### src/rtl/core/sed_pkg.sv
// ----------------------------------------------------------------------------
// sed_pkg
// shared types and constants for the string escape decoder
// ----------------------------------------------------------------------------
package sed_pkg;

  localparam int unsigned FifoDepth = 4;
  localparam int unsigned FifoPtrW  = $clog2(FifoDepth);
  localparam int unsigned FifoCntW  = $clog2(FifoDepth + 1);

  localparam logic [4:0] ErrHexit      = 5'b00001;
  localparam logic [4:0] ErrBrace      = 5'b00010;
  localparam logic [4:0] ErrCodepoint  = 5'b00100;
  localparam logic [4:0] ErrCloseBrace = 5'b01000;
  localparam logic [4:0] ErrEscape     = 5'b10000;

  // decoded work for one input word: up to four bytes then an optional end word
  typedef struct packed {
    logic [3:0][7:0] bytes;
    logic [2:0]      nbytes;
    logic            eos;
    logic [4:0]      flags;
  } job_t;

endpackage

### src/rtl/core/string_escape_decoder.sv
// ----------------------------------------------------------------------------
// string_escape_decoder
// decodes escapes of a quoted string literal body into output bytes
// ----------------------------------------------------------------------------
// a taken input word's job is written into the job queue, and the back part then
// loads its first output word into the output register
// throughput: one input word per cycle; a job of up to five output words drains
// one output word at a time while the sink is ready, and the input
// stalls while the four-entry job queue is full
// reset: all control state cleared, decoder back in normal character mode
// ----------------------------------------------------------------------------
module string_escape_decoder
  import sed_pkg::*;
(
  input  logic        clk_i,
  input  logic        rst_ni,
  input  logic        s_axis_tvalid,
  output logic        s_axis_tready,
  input  logic [7:0]  s_axis_tdata,   // in_char
  output logic        m_axis_tvalid,
  input  logic        m_axis_tready,
  output logic [15:0] m_axis_tdata,   // out_byte, error_flags, zero fill
  output logic [1:0]  m_axis_tuser,   // has_byte, end_of_string
  output logic        m_axis_tlast    // last_of_run
);

  logic accept, push, pop, empty, full;
  job_t push_job, head;
  logic [7:0] out_byte;
  logic [4:0] out_flags;
  logic out_has, out_eos;

  assign s_axis_tready = !full;
  assign accept        = s_axis_tvalid && s_axis_tready;

  sed_front u_front (
    .clk_i   (clk_i),
    .rst_ni  (rst_ni),
    .accept_i(accept),
    .char_i  (s_axis_tdata),
    .push_o  (push),
    .job_o   (push_job)
  );

  sed_fifo u_fifo (
    .clk_i     (clk_i),
    .rst_ni    (rst_ni),
    .push_i    (push),
    .push_job_i(push_job),
    .pop_i     (pop),
    .head_o    (head),
    .empty_o   (empty),
    .full_o    (full)
  );

  sed_back u_back (
    .clk_i  (clk_i),
    .rst_ni (rst_ni),
    .head_i (head),
    .empty_i(empty),
    .pop_o  (pop),
    .valid_o(m_axis_tvalid),
    .ready_i(m_axis_tready),
    .byte_o (out_byte),
    .has_o  (out_has),
    .flags_o(out_flags),
    .eos_o  (out_eos),
    .last_o (m_axis_tlast)
  );

  assign m_axis_tdata = {3'b000, out_flags, out_byte};
  assign m_axis_tuser = {out_eos, out_has};

  a_no_push_full: assert property (@(posedge clk_i) disable iff (!rst_ni)
    !(push && full))
    else $error("job pushed into a full queue");

  a_no_pop_empty: assert property (@(posedge clk_i) disable iff (!rst_ni)
    !(pop && empty))
    else $error("job popped from an empty queue");

  a_eos_is_last: assert property (@(posedge clk_i) disable iff (!rst_ni)
    (m_axis_tvalid && m_axis_tuser[1]) |-> (m_axis_tlast && !m_axis_tuser[0]))
    else $error("end word not last of run or carries a byte");

  a_flags_on_last: assert property (@(posedge clk_i) disable iff (!rst_ni)
    (m_axis_tvalid && !m_axis_tlast) |-> (m_axis_tdata[12:8] == 5'b0))
    else $error("error flags on a word that is not last of run");

endmodule

### src/rtl/core/sed_front.sv
// ----------------------------------------------------------------------------
// sed_front
// escape state machine: classifies each input byte and builds a job
// ----------------------------------------------------------------------------
module sed_front
  import sed_pkg::*;
(
  input  logic       clk_i,
  input  logic       rst_ni,
  input  logic       accept_i,
  input  logic [7:0] char_i,
  output logic       push_o,
  output job_t       job_o
);

  typedef enum logic [5:0] {
    ModeNormal = 6'b000001,
    ModeEsc    = 6'b000010,
    ModeHex2   = 6'b000100,
    ModeUBrace = 6'b001000,
    ModeUHex   = 6'b010000,
    ModeUHexNb = 6'b100000
  } mode_e;

  localparam logic [7:0] ChBslash = 8'h5C;
  localparam logic [7:0] ChQuote  = 8'h22;
  localparam logic [7:0] ChApos   = 8'h27;
  localparam logic [7:0] ChLBrace = 8'h7B;
  localparam logic [7:0] ChRBrace = 8'h7D;
  localparam logic [7:0] ChT      = 8'h74;
  localparam logic [7:0] ChN      = 8'h6E;
  localparam logic [7:0] ChR      = 8'h72;
  localparam logic [7:0] ChU      = 8'h75;

  localparam logic [24:0] CpLimit   = 25'h110000;
  localparam logic [20:0] CpReplace = 21'h1F642;
  localparam logic [20:0] SurLo     = 21'h00D800;
  localparam logic [20:0] SurHi     = 21'h00DFFF;

  mode_e       mode_q, mode_d;
  logic [3:0]  nib_q, nib_d;
  logic [20:0] acc_q, acc_d;
  logic        big_q, big_d;

  logic        hex_ok;
  logic [3:0]  hex_val;
  logic [24:0] acc_next;
  logic [20:0] cp;
  job_t        job;

  always_comb begin
    hex_ok  = 1'b1;
    hex_val = '0;
    if (char_i >= 8'h30 && char_i <= 8'h39) begin
      hex_val = char_i[3:0];
    end else if ((char_i >= 8'h61 && char_i <= 8'h66) ||
                 (char_i >= 8'h41 && char_i <= 8'h46)) begin
      hex_val = char_i[3:0] + 4'd9;
    end else begin
      hex_ok = 1'b0;
    end
  end

  assign acc_next = {acc_q, hex_val};

  always_comb begin
    mode_d = mode_q;
    nib_d  = nib_q;
    acc_d  = acc_q;
    big_d  = big_q;
    job    = '0;
    cp     = acc_q;
    unique case (mode_q)
      ModeEsc: begin
        if (hex_ok) begin
          nib_d  = hex_val;
          mode_d = ModeHex2;
        end else begin
          mode_d     = ModeNormal;
          job.nbytes = 3'd1;
          case (char_i)
            ChT:      job.bytes[0] = 8'h09;
            ChN:      job.bytes[0] = 8'h0A;
            ChR:      job.bytes[0] = 8'h0D;
            ChQuote, ChApos, ChBslash: job.bytes[0] = char_i;
            ChU: begin
              job.nbytes = 3'd0;
              acc_d      = '0;
              big_d      = 1'b0;
              mode_d     = ModeUBrace;
            end
            default: begin
              job.bytes[0] = ChBslash;
              job.flags    = ErrEscape;
            end
          endcase
        end
      end
      ModeHex2: begin
        mode_d = ModeNormal;
        if (hex_ok) begin
          job.bytes[0] = {nib_q, hex_val};
          job.nbytes   = 3'd1;
        end else begin
          job.bytes[0] = {nib_q, 4'h0};
          job.nbytes   = 3'd1;
          job.flags    = ErrHexit;
          if (char_i == ChBslash) begin
            mode_d = ModeEsc;
          end else if (char_i == ChQuote) begin
            job.eos = 1'b1;
          end else begin
            job.bytes[1] = char_i;
            job.nbytes   = 3'd2;
          end
        end
      end
      ModeUBrace: begin
        if (char_i == ChQuote) begin
          job.flags = ErrBrace | ErrCloseBrace;
          job.eos   = 1'b1;
          mode_d    = ModeNormal;
        end else if (char_i == ChLBrace) begin
          mode_d = ModeUHex;
        end else begin
          mode_d = ModeUHexNb;
        end
      end
      ModeUHex, ModeUHexNb: begin
        if (hex_ok) begin
          if (!big_q) begin
            if (acc_next >= CpLimit) begin
              big_d = 1'b1;
            end else begin
              acc_d = acc_next[20:0];
            end
          end
        end else begin
          if (mode_q == ModeUHexNb) begin
            job.flags = job.flags | ErrBrace;
          end
          if (big_q || ({4'b0, acc_q} >= CpLimit) || (acc_q >= SurLo && acc_q <= SurHi)) begin
            job.flags = job.flags | ErrCodepoint;
            cp        = CpReplace;
          end
          if (cp < 21'h80) begin
            job.bytes[0] = cp[7:0];
            job.nbytes   = 3'd1;
          end else if (cp < 21'h800) begin
            job.bytes[0] = {3'b110, cp[10:6]};
            job.bytes[1] = {2'b10, cp[5:0]};
            job.nbytes   = 3'd2;
          end else if (cp < 21'h10000) begin
            job.bytes[0] = {4'b1110, cp[15:12]};
            job.bytes[1] = {2'b10, cp[11:6]};
            job.bytes[2] = {2'b10, cp[5:0]};
            job.nbytes   = 3'd3;
          end else begin
            job.bytes[0] = {5'b11110, cp[20:18]};
            job.bytes[1] = {2'b10, cp[17:12]};
            job.bytes[2] = {2'b10, cp[11:6]};
            job.bytes[3] = {2'b10, cp[5:0]};
            job.nbytes   = 3'd4;
          end
          if (char_i != ChRBrace) begin
            job.flags = job.flags | ErrCloseBrace;
          end
          job.eos = (char_i == ChQuote);
          mode_d  = ModeNormal;
          acc_d   = '0;
          big_d   = 1'b0;
        end
      end
      default: begin
        mode_d = ModeNormal;
        if (char_i == ChBslash) begin
          mode_d = ModeEsc;
        end else if (char_i == ChQuote) begin
          job.eos = 1'b1;
        end else begin
          job.bytes[0] = char_i;
          job.nbytes   = 3'd1;
        end
      end
    endcase
  end

  assign push_o = accept_i && ((job.nbytes != 3'd0) || job.eos);
  assign job_o  = job;

  always_ff @(posedge clk_i or negedge rst_ni) begin
    if (!rst_ni) begin
      mode_q <= ModeNormal;
      nib_q  <= '0;
      acc_q  <= '0;
      big_q  <= 1'b0;
    end else if (accept_i) begin
      mode_q <= mode_d;
      nib_q  <= nib_d;
      acc_q  <= acc_d;
      big_q  <= big_d;
    end
  end

endmodule

### src/rtl/core/sed_fifo.sv
// ----------------------------------------------------------------------------
// sed_fifo
// short job queue between the front and back parts
// ----------------------------------------------------------------------------
module sed_fifo
  import sed_pkg::*;
(
  input  logic clk_i,
  input  logic rst_ni,
  input  logic push_i,
  input  job_t push_job_i,
  input  logic pop_i,
  output job_t head_o,
  output logic empty_o,
  output logic full_o
);

  job_t                mem_q [FifoDepth];
  logic [FifoPtrW-1:0] wptr_q, rptr_q;
  logic [FifoCntW-1:0] cnt_q;

  assign empty_o = (cnt_q == '0);
  assign full_o  = (cnt_q == FifoCntW'(FifoDepth));
  assign head_o  = mem_q[rptr_q];

  always_ff @(posedge clk_i) begin
    if (push_i) begin
      mem_q[wptr_q] <= push_job_i;
    end
  end

  always_ff @(posedge clk_i or negedge rst_ni) begin
    if (!rst_ni) begin
      wptr_q <= '0;
      rptr_q <= '0;
      cnt_q  <= '0;
    end else begin
      if (push_i) begin
        wptr_q <= wptr_q + 1'b1;
      end
      if (pop_i) begin
        rptr_q <= rptr_q + 1'b1;
      end
      if (push_i && !pop_i) begin
        cnt_q <= cnt_q + 1'b1;
      end else if (pop_i && !push_i) begin
        cnt_q <= cnt_q - 1'b1;
      end
    end
  end

endmodule

### src/rtl/core/sed_back.sv
// ----------------------------------------------------------------------------
// sed_back
// expands queued jobs into output words through an output register
// ----------------------------------------------------------------------------
module sed_back
  import sed_pkg::*;
(
  input  logic        clk_i,
  input  logic        rst_ni,
  input  job_t        head_i,
  input  logic        empty_i,
  output logic        pop_o,
  output logic        valid_o,
  input  logic        ready_i,
  output logic [7:0]  byte_o,
  output logic        has_o,
  output logic [4:0]  flags_o,
  output logic        eos_o,
  output logic        last_o
);

  logic [2:0] idx_q;
  logic       valid_q;
  logic [7:0] byte_q;
  logic       has_q, eos_q, last_q;
  logic [4:0] flags_q;

  logic [2:0] total;
  logic       load, is_last, is_byte;

  assign total   = head_i.nbytes + {2'b0, head_i.eos};
  assign is_last = (idx_q == total - 3'd1);
  assign is_byte = (idx_q < head_i.nbytes);
  assign load    = !empty_i && (!valid_q || ready_i);
  assign pop_o   = load && is_last;

  always_ff @(posedge clk_i) begin
    if (load) begin
      byte_q  <= is_byte ? head_i.bytes[idx_q[1:0]] : 8'h00;
      has_q   <= is_byte;
      eos_q   <= !is_byte;
      last_q  <= is_last;
      flags_q <= is_last ? head_i.flags : 5'b0;
    end
  end

  always_ff @(posedge clk_i or negedge rst_ni) begin
    if (!rst_ni) begin
      valid_q <= 1'b0;
      idx_q   <= '0;
    end else begin
      if (load) begin
        valid_q <= 1'b1;
        idx_q   <= is_last ? 3'd0 : idx_q + 3'd1;
      end else if (ready_i) begin
        valid_q <= 1'b0;
      end
    end
  end

  assign valid_o = valid_q;
  assign byte_o  = byte_q;
  assign has_o   = has_q;
  assign flags_o = flags_q;
  assign eos_o   = eos_q;
  assign last_o  = last_q;

endmodule

### config.mk
export PLATFORM = sky130hd
export DESIGN_NAME = string_escape_decoder
export DESIGN_NICKNAME = d
export VERILOG_FILES = /design/src/rtl/core/sed_pkg.sv /design/src/rtl/core/string_escape_decoder.sv /design/src/rtl/core/sed_front.sv /design/src/rtl/core/sed_fifo.sv /design/src/rtl/core/sed_back.sv
export SDC_FILE = /design/constraint.sdc
export NUM_CORES = 1
export LEC_CHECK = 0
export ABC_CLOCK_PERIOD_IN_PS = 6500
export BUFFER_PORTS_ARGS = -buffer_cell sky130_fd_sc_hd__buf_2
export CAP_MARGIN = 25
export CORE_MARGIN = 2
export CORE_UTILIZATION = 43
export CTS_BUF_LIST = sky130_fd_sc_hd__clkbuf_4
export CTS_CLUSTER_SIZE = 20
export DETAILED_ROUTE_END_ITERATION = 7
export PLACE_DENSITY_LB_ADDON = 0.05
export SYNTH_ARGS = -nofsm -noshare
export SYNTH_HDL_FRONTEND = slang
export SYNTH_SLANG_ARGS = --single-unit
### constraint.sdc
create_clock -name clk_i -period 6.5 [get_ports clk_i]
set_input_delay 1.95 -clock clk_i [delete_from_list [all_inputs] [get_ports clk_i]]
set_output_delay 1.95 -clock clk_i [all_outputs]
set_load 0.01 [all_outputs]
==> run_results.csv, run 1 <==
group,metric,value,unit
yosys,ys_ff_latch,215,
yosys,synth_enable_flop_cells,172,
outcome,status,"finished clean",
timing,rsz0062_at_grt,"false",
floorplan,core,22600,um2
global_route,grt_pass1_vias,6475,
clock_network,cts_resized,0,
timing,fin_skew,40.8,ps
place,gp_congestion,0.907,
timing,maxSlewViolCount,0,
timing,setup_viol,0,
clock_network,numCtsBuffers,57,
power,power.switching,1.28,mW
clock_network,post_cts.repair.setup_buffers,0,
drt,wl_met2,12.7,mm
setup_path,crit_required,7030,ps
drt,via_per_inst,5.66,
global_route,grt_max_degree,44,
place,dp_cells,990,
timing,relSlewSlack,30.1,%
place,hpwl,17.7,mm
timing,period_share,72.1,%
timing,tns,0,ps
global_route,antenna_found_initial,1,
yosys,netlist_instances,701,
run,drv_cap,0,
setup_path,setup.worst_path.start_class,"primary input",
yosys,synth_top_area_share,52.2,%
drt,via_count,6205,
drt,wl_met1,10.7,mm
setup_path,path_class,"in2reg",
place,portBuffers,29,
power,p_int,2.98,mW
drt,drcViolationCount,0,
yosys,yosys_warnings,0,
power,p_per_area,385,nW/um2
timing,hold_viol,0,
clock_network,htreeDepth,2,
power,pwr-share-seq,45.9,%
drt,top_layer_used,"met4",
drt,drt_iter0_drc,444,
clock_network,hold_buffers,0,
floorplan,rows,55,
drt,ant_nets,0,
floorplan,die_h,156,um
setup_path,endpoint_kind,"flip-flop",
clock_network,clock_latency,680,ps
clock_network,path_clk_slew,60,ps
timing,worst_pin_slew,1030,ps
drt,wire_per_inst,23.1,um
timing,fmax,213,MHz
final_layout,final_layout_size_suffix_gt1_share,25.2,%
global_route,gr-total-overflow,0,
floorplan,start_util,43.7,%
global_route,grt_usage,21.8,%
yosys,async_reset_ff_share,20.0,%
yosys,yosys-top-cells-count,"edfxtp_1, nand2_1, nor2_1, mux4_2, dfrtp_1",
final_layout,finalNonFillerCells,1096,
final_layout,finish.net_count,792,
timing,fin_crit,4690,ps
yosys,synth.largest_area_cell,"edfxtp_1",
clock_network,tritoncts,"done",
power,combPwrFrac,26.8,%
power,pwr-share-clk,27.3,%
setup_path,critPathArrivalTime,5220,ps
yosys,ys.flop_type,"edfxtp_1",
drt,drt_wl_total,25.4,mm
final_layout,area_growth,12.1,%
power,power_leakage,4.03,nW
yosys,yosysMostFrequentCell,"edfxtp_1",
global_route,grt_pass1_wl,39.0,mm
floorplan,die_w,156,um
floorplan,die_area,24200,um2
power,ir_drop,0.000165,V
floorplan,ios,33,
yosys,synth_area_per_cell,14.1,um2
yosys,netlist_area,9890,um2
yosys,yosys.cell_types.count,75,
power,switching_share,30.1,%
worst_hold_path,worstHoldPathType,"reg2reg",
drt,met3_wirelength,1.17,mm
yosys,yosys-top-cells-area,"edfxtp_1, dfrtp_1, mux4_2",
clock_network,cts_sinks,215,
clock_network,clk_path_buf_depth,3,
yosys,ys_seq_area_share,63.1,%
clock_network,root_buffer,"clkbuf_4",
drt,first_pass_iters,5,
setup_path,critPathMaxFanout,15,
==> stage by stage <==
step           hold slack (ps)  worst slack (ps)  utilization, %  power [mW]  instance area (um2)
6_report                   490              1810            49.0        4.26                11100
5_1_grt                    537              1670            49.0        4.52                11100
4_1_cts                    497              1870            48.9        4.35                11100
3_5_place_dp               484              1170            45.7        3.16                10300
3_3_place_gp               468              1190            45.6        3.14                10300
2_1_floorplan              472              1060               -        2.79                 9900
==> registers in the layout, indices dropped and copies added (netlist names), 3 cells and up <==
register and flops:
u_front.acc_q 21, u_fifo.cnt_q 3, u_front.nib_q 4, u_back.flags_o 5, u_front.mode_q 6, u_fifo.mem_q 156
u_back.byte_o 8, u_back.idx_q 3
==> final timing paths <==
check                                        startpoint                      endpoint  slack [ps]  cells after the start
setup / recovery                        s_axis_tdata[3]   u_fifo.cnt_q[1]$_DFFE_PN0P_        1810                     11
hold / removal               u_back.valid_o$_DFFE_PN0P_    u_back.valid_o$_DFFE_PN0P_         490                      2
setup reg to reg           u_fifo.rptr_q[0]$_DFFE_PN0P_   u_fifo.cnt_q[1]$_DFFE_PN0P_        2300                     13
hold reg to reg              u_back.valid_o$_DFFE_PN0P_    u_back.valid_o$_DFFE_PN0P_         490                      2
max in group asynchronous                        rst_ni  u_fifo.rptr_q[0]$_DFFE_PN0P_        4670                      2
min in group asynchronous                        rst_ni  u_front.acc_q[1]$_DFFE_PN0P_        1380                      2
==> cells by family after synthesis <==
kind of cell | share of synthesized area [%]
other cells | 0.0379
flops | 63.1
buf+inv | 2.76
xor+xnor | 1.24
compound gates | 7.98
fa+ha+maj | 2.10
mux | 11.0
simple gates | 11.8
==> worst max-delay path, stage by stage <==
cell	delay, ps
buf_2	190
or4b_1	510
or3_1	570
nand3_2	320
o2111ai_2	200
a21oi_4	410
inv_1	90
ha_1	240
inv_1	90
fa_1	390
mux2_2	270
==> layer usage <==
metal / vias to the layer above / GRT usage, %
met2: 189 / 36.7
met5: - / 0
met4: 0 / 8.52
met3: 51 / 3.81
li1: 2844 / -
met1: 3121 / 28.2
==> layout make-up <==
cell class | instances | area [um2]
diodes | 1 | 2.50
clock buffers | 88 | 661
clock inverters | 17 | 78.8
fillers | 1997 | 11600
inverters | 22 | 82.6
multi-input cells | 428 | 3410
flip-flops and latches | 215 | 6240
well taps | 285 | 357
repair buffers | 40 | 248
==> cells in the final DEF (no fill, tap or decap), types with 5 or more instances in the layout <==
cell type  instances
a21oi_1           14
a22oi_1            7
and2_1             7
buf_2             29
buf_4             10
clkbuf_4          88
clkinv_1           9
clkinv_2           5
dfrtp_1           41
edfxtp_1         172
ha_1              15
inv_1             22
mux4_2            46
nand2_1           77
nand2b_1           6
nand3_1           13
nand4_1            6
nor2_1            51
nor2b_1           14
nor3_1             7
nor4_1             5
o21ai_0           24
o21ai_1           10
o22ai_1           10
o31ai_1           10
or2_2              6
or4_1              6
xnor2_1            7
xor2_1             7
==> power groups by stage <==
| stage | registers, mW | logic [mW] | clock network, mW |
|---|---|---|---|
| finish | 1.96 | 1.14 | 1.17 |
| floorplan | 1.94 | 0.850 | 0 |
| CTS | 1.96 | 1.18 | 1.20 |
| global route | 1.99 | 1.25 | 1.28 |
| detailed placement | 1.99 | 1.17 | 0 |
| global placement | 1.98 | 1.16 | 0 |
(Power assumes the default switching activity.)
==> inputs of run 2 (changes only) <==
- ABC_CLOCK_PERIOD_IN_PS: 6500 -> 4100
- clock period: 6.5 -> 4.1 ns (I/O delays scaled with it)
==> run 2 against run 1 <==
- sequential power grew 56%
- power grew 61%
- setup slack lost 1200 ps
==> run_results.csv, run 2 (synthesis gave the netlist of run 1 again) <==
group,metric,value,unit
outcome,status,"finished clean",
drt,drt_iter0_drc,614,
final_layout,nFillCells,1988,
place,gp_congestion,0.916,
timing,worst_pin_slew,924,ps
global_route,grt_pass1_vias,6493,
drt,ant_nets,0,
setup_path,ff2ff_setup_slack,740,ps
final_layout,seq_area,6240,um2
floorplan,ios,33,
global_route,gr-total-overflow,0,
clock_network,tritoncts,"done",
timing,period_share,83.9,%
setup_path,critPathMaxFanout,6,
final_layout,finish.net_count,821,
floorplan,start_util,43.7,%
place,portBuffers,29,
setup_path,crit_required,4680,ps
power,p_per_area,603,nW/um2
clock_network,cts_resized,0,
clock_network,root_buffer,"clkbuf_4",
floorplan,die_area,24200,um2
floorplan,die_w,156,um
final_layout,layout_commonest_cell,"edfxtp_1",
timing,setup_viol,0,
floorplan,die_h,156,um
timing,maxSlewViolCount,0,
run,drv_cap,0,
global_route,antenna_found_initial,1,
clock_network,clk_path_buf_depth,3,
global_route,grt_max_degree,44,
timing,hold_viol,0,
final_layout,final_layout_size_suffix_gt1_share,27.5,%
final_layout,fin_util,50.2,%
setup_path,setup.worst_path.start_class,"primary input",
final_layout,largest_reg_flops,156,
final_layout,top_register,"u_fifo.mem_q",
setup_path,endpoint_kind,"flip-flop",
drt,drt_wl_total,24.4,mm
clock_network,numCtsBuffers,55,
final_layout,multi_input_area,3410,um2
setup_path,path_class,"in2reg",
power,power_leakage,4.19,nW
drt,wire_per_inst,21.7,um
setup_path,critPathArrivalTime,4020,ps
clock_network,htreeDepth,2,
power,p_int,4.84,mW
floorplan,rows,55,
floorplan,core,22600,um2
place,hpwl,16.8,mm
global_route,grt_usage,21.1,%
power,power,6.85,mW
worst_hold_path,worstHoldPathType,"reg2reg",
timing,tns,0,ps
drt,first_pass_iters,5,
drt,drcViolationCount,0,
final_layout,area_growth,14.9,%
timing,relSlewSlack,38.3,%
clock_network,path_clk_slew,70,ps
power,switching_share,29.4,%
timing,fmax,291,MHz
drt,via_per_inst,5.65,
global_route,grt_pass1_wl,38.6,mm
final_layout,final_cell_mix,"edfxtp_1, clkbuf_4, nand2_1",
clock_network,clock_latency,700,ps
clock_network,post_cts.repair.setup_buffers,0,
power,pwr-share-clk,27.7,%
power,pwr-share-seq,44.6,%
power,combPwrFrac,27.7,%
clock_network,cts_sinks,215,
power,power.switching,2.02,mW
timing,fin_crit,3440,ps
power,ir_drop,0.000241,V
timing,rsz0062_at_grt,"false",
clock_network,hold_buffers,0,
drt,via_count,6367,
timing,hold-worst-slack,512,ps
timing,fin_skew,77.1,ps
-- run 2: changes by cell type in the layout (fill, tap and decap cells not counted), moves of 3 or more --
cell	delta
clkinv_2	-4
clkinv_1	+3
buf_12	+4
buf_4	+28
-- run 2: layout make-up --
class	instances	area share [%]
sequential	215	55.0
clock buffer	88	5.81
tap	285	3.14
timing repair buffer	71	4.49
antenna	1	0.0220
clock inverter	16	0.815
multi-input combinational	428	30.0
inverter	22	0.727
-- run 2: through the flow --
step	setup WS, ps	area [um2]	cells
final	658	11400	1126
after global routing	447	11400	1126
after CTS	665	11400	1125
after detailed placement	-29.4	10600	1021
after global placement	-1.31	10600	1021
after floorplan	-618	9900	703
-- run 2: path summary, 6_finish.rpt --
kind | cells past startpoint | start | to
worst max-delay path | 11 | s_axis_tdata[7] | u_fifo.cnt_q[1]$_DFFE_PN0P_
worst min-delay path | 2 | u_back.valid_o$_DFFE_PN0P_ | u_back.valid_o$_DFFE_PN0P_
worst max register to register | 15 | u_fifo.rptr_q[0]$_DFFE_PN0P_ | u_fifo.cnt_q[2]$_DFFE_PN0P_
worst min register to register | 2 | u_back.valid_o$_DFFE_PN0P_ | u_back.valid_o$_DFFE_PN0P_
max in group asynchronous | 2 | rst_ni | u_front.nib_q[2]$_DFFE_PN0P_
min in group asynchronous | 1 | rst_ni | u_front.mode_q[3]$_DFFE_PN0P_
-- run 2: worst max-delay path: stages --
cell       delay (ps)
buf_2             100
or4b_1            540
or3_1             490
nand4_1           170
o2111ai_2         160
a21oi_4           300
inv_1              70
ha_1              220
inv_1              80
fa_1              390
mux2_2            270
-- run 2: routing by layer --
layer / vias to the layer above / track usage (%) / part of all wire (%)
met4: 0 / 6.77 / 2.0
met3: 39 / 3.97 / 5.3
met1: 3208 / 29.1 / 45
li1: 2909 / - / -
met5: - / 0 / 0
met2: 211 / 34.1 / 48
-- run 2: power groups by stage --
stage                     clock network (mW)  logic (mW)  registers [mW]
after floorplan                            0        1.35            3.08
after global placement                     0        1.92            3.10
after detailed placement                   0        1.95            3.12
after CTS                               1.96        1.95            3.07
after global routing                    2.08        2.10            3.11
final                                   1.90        1.90            3.06
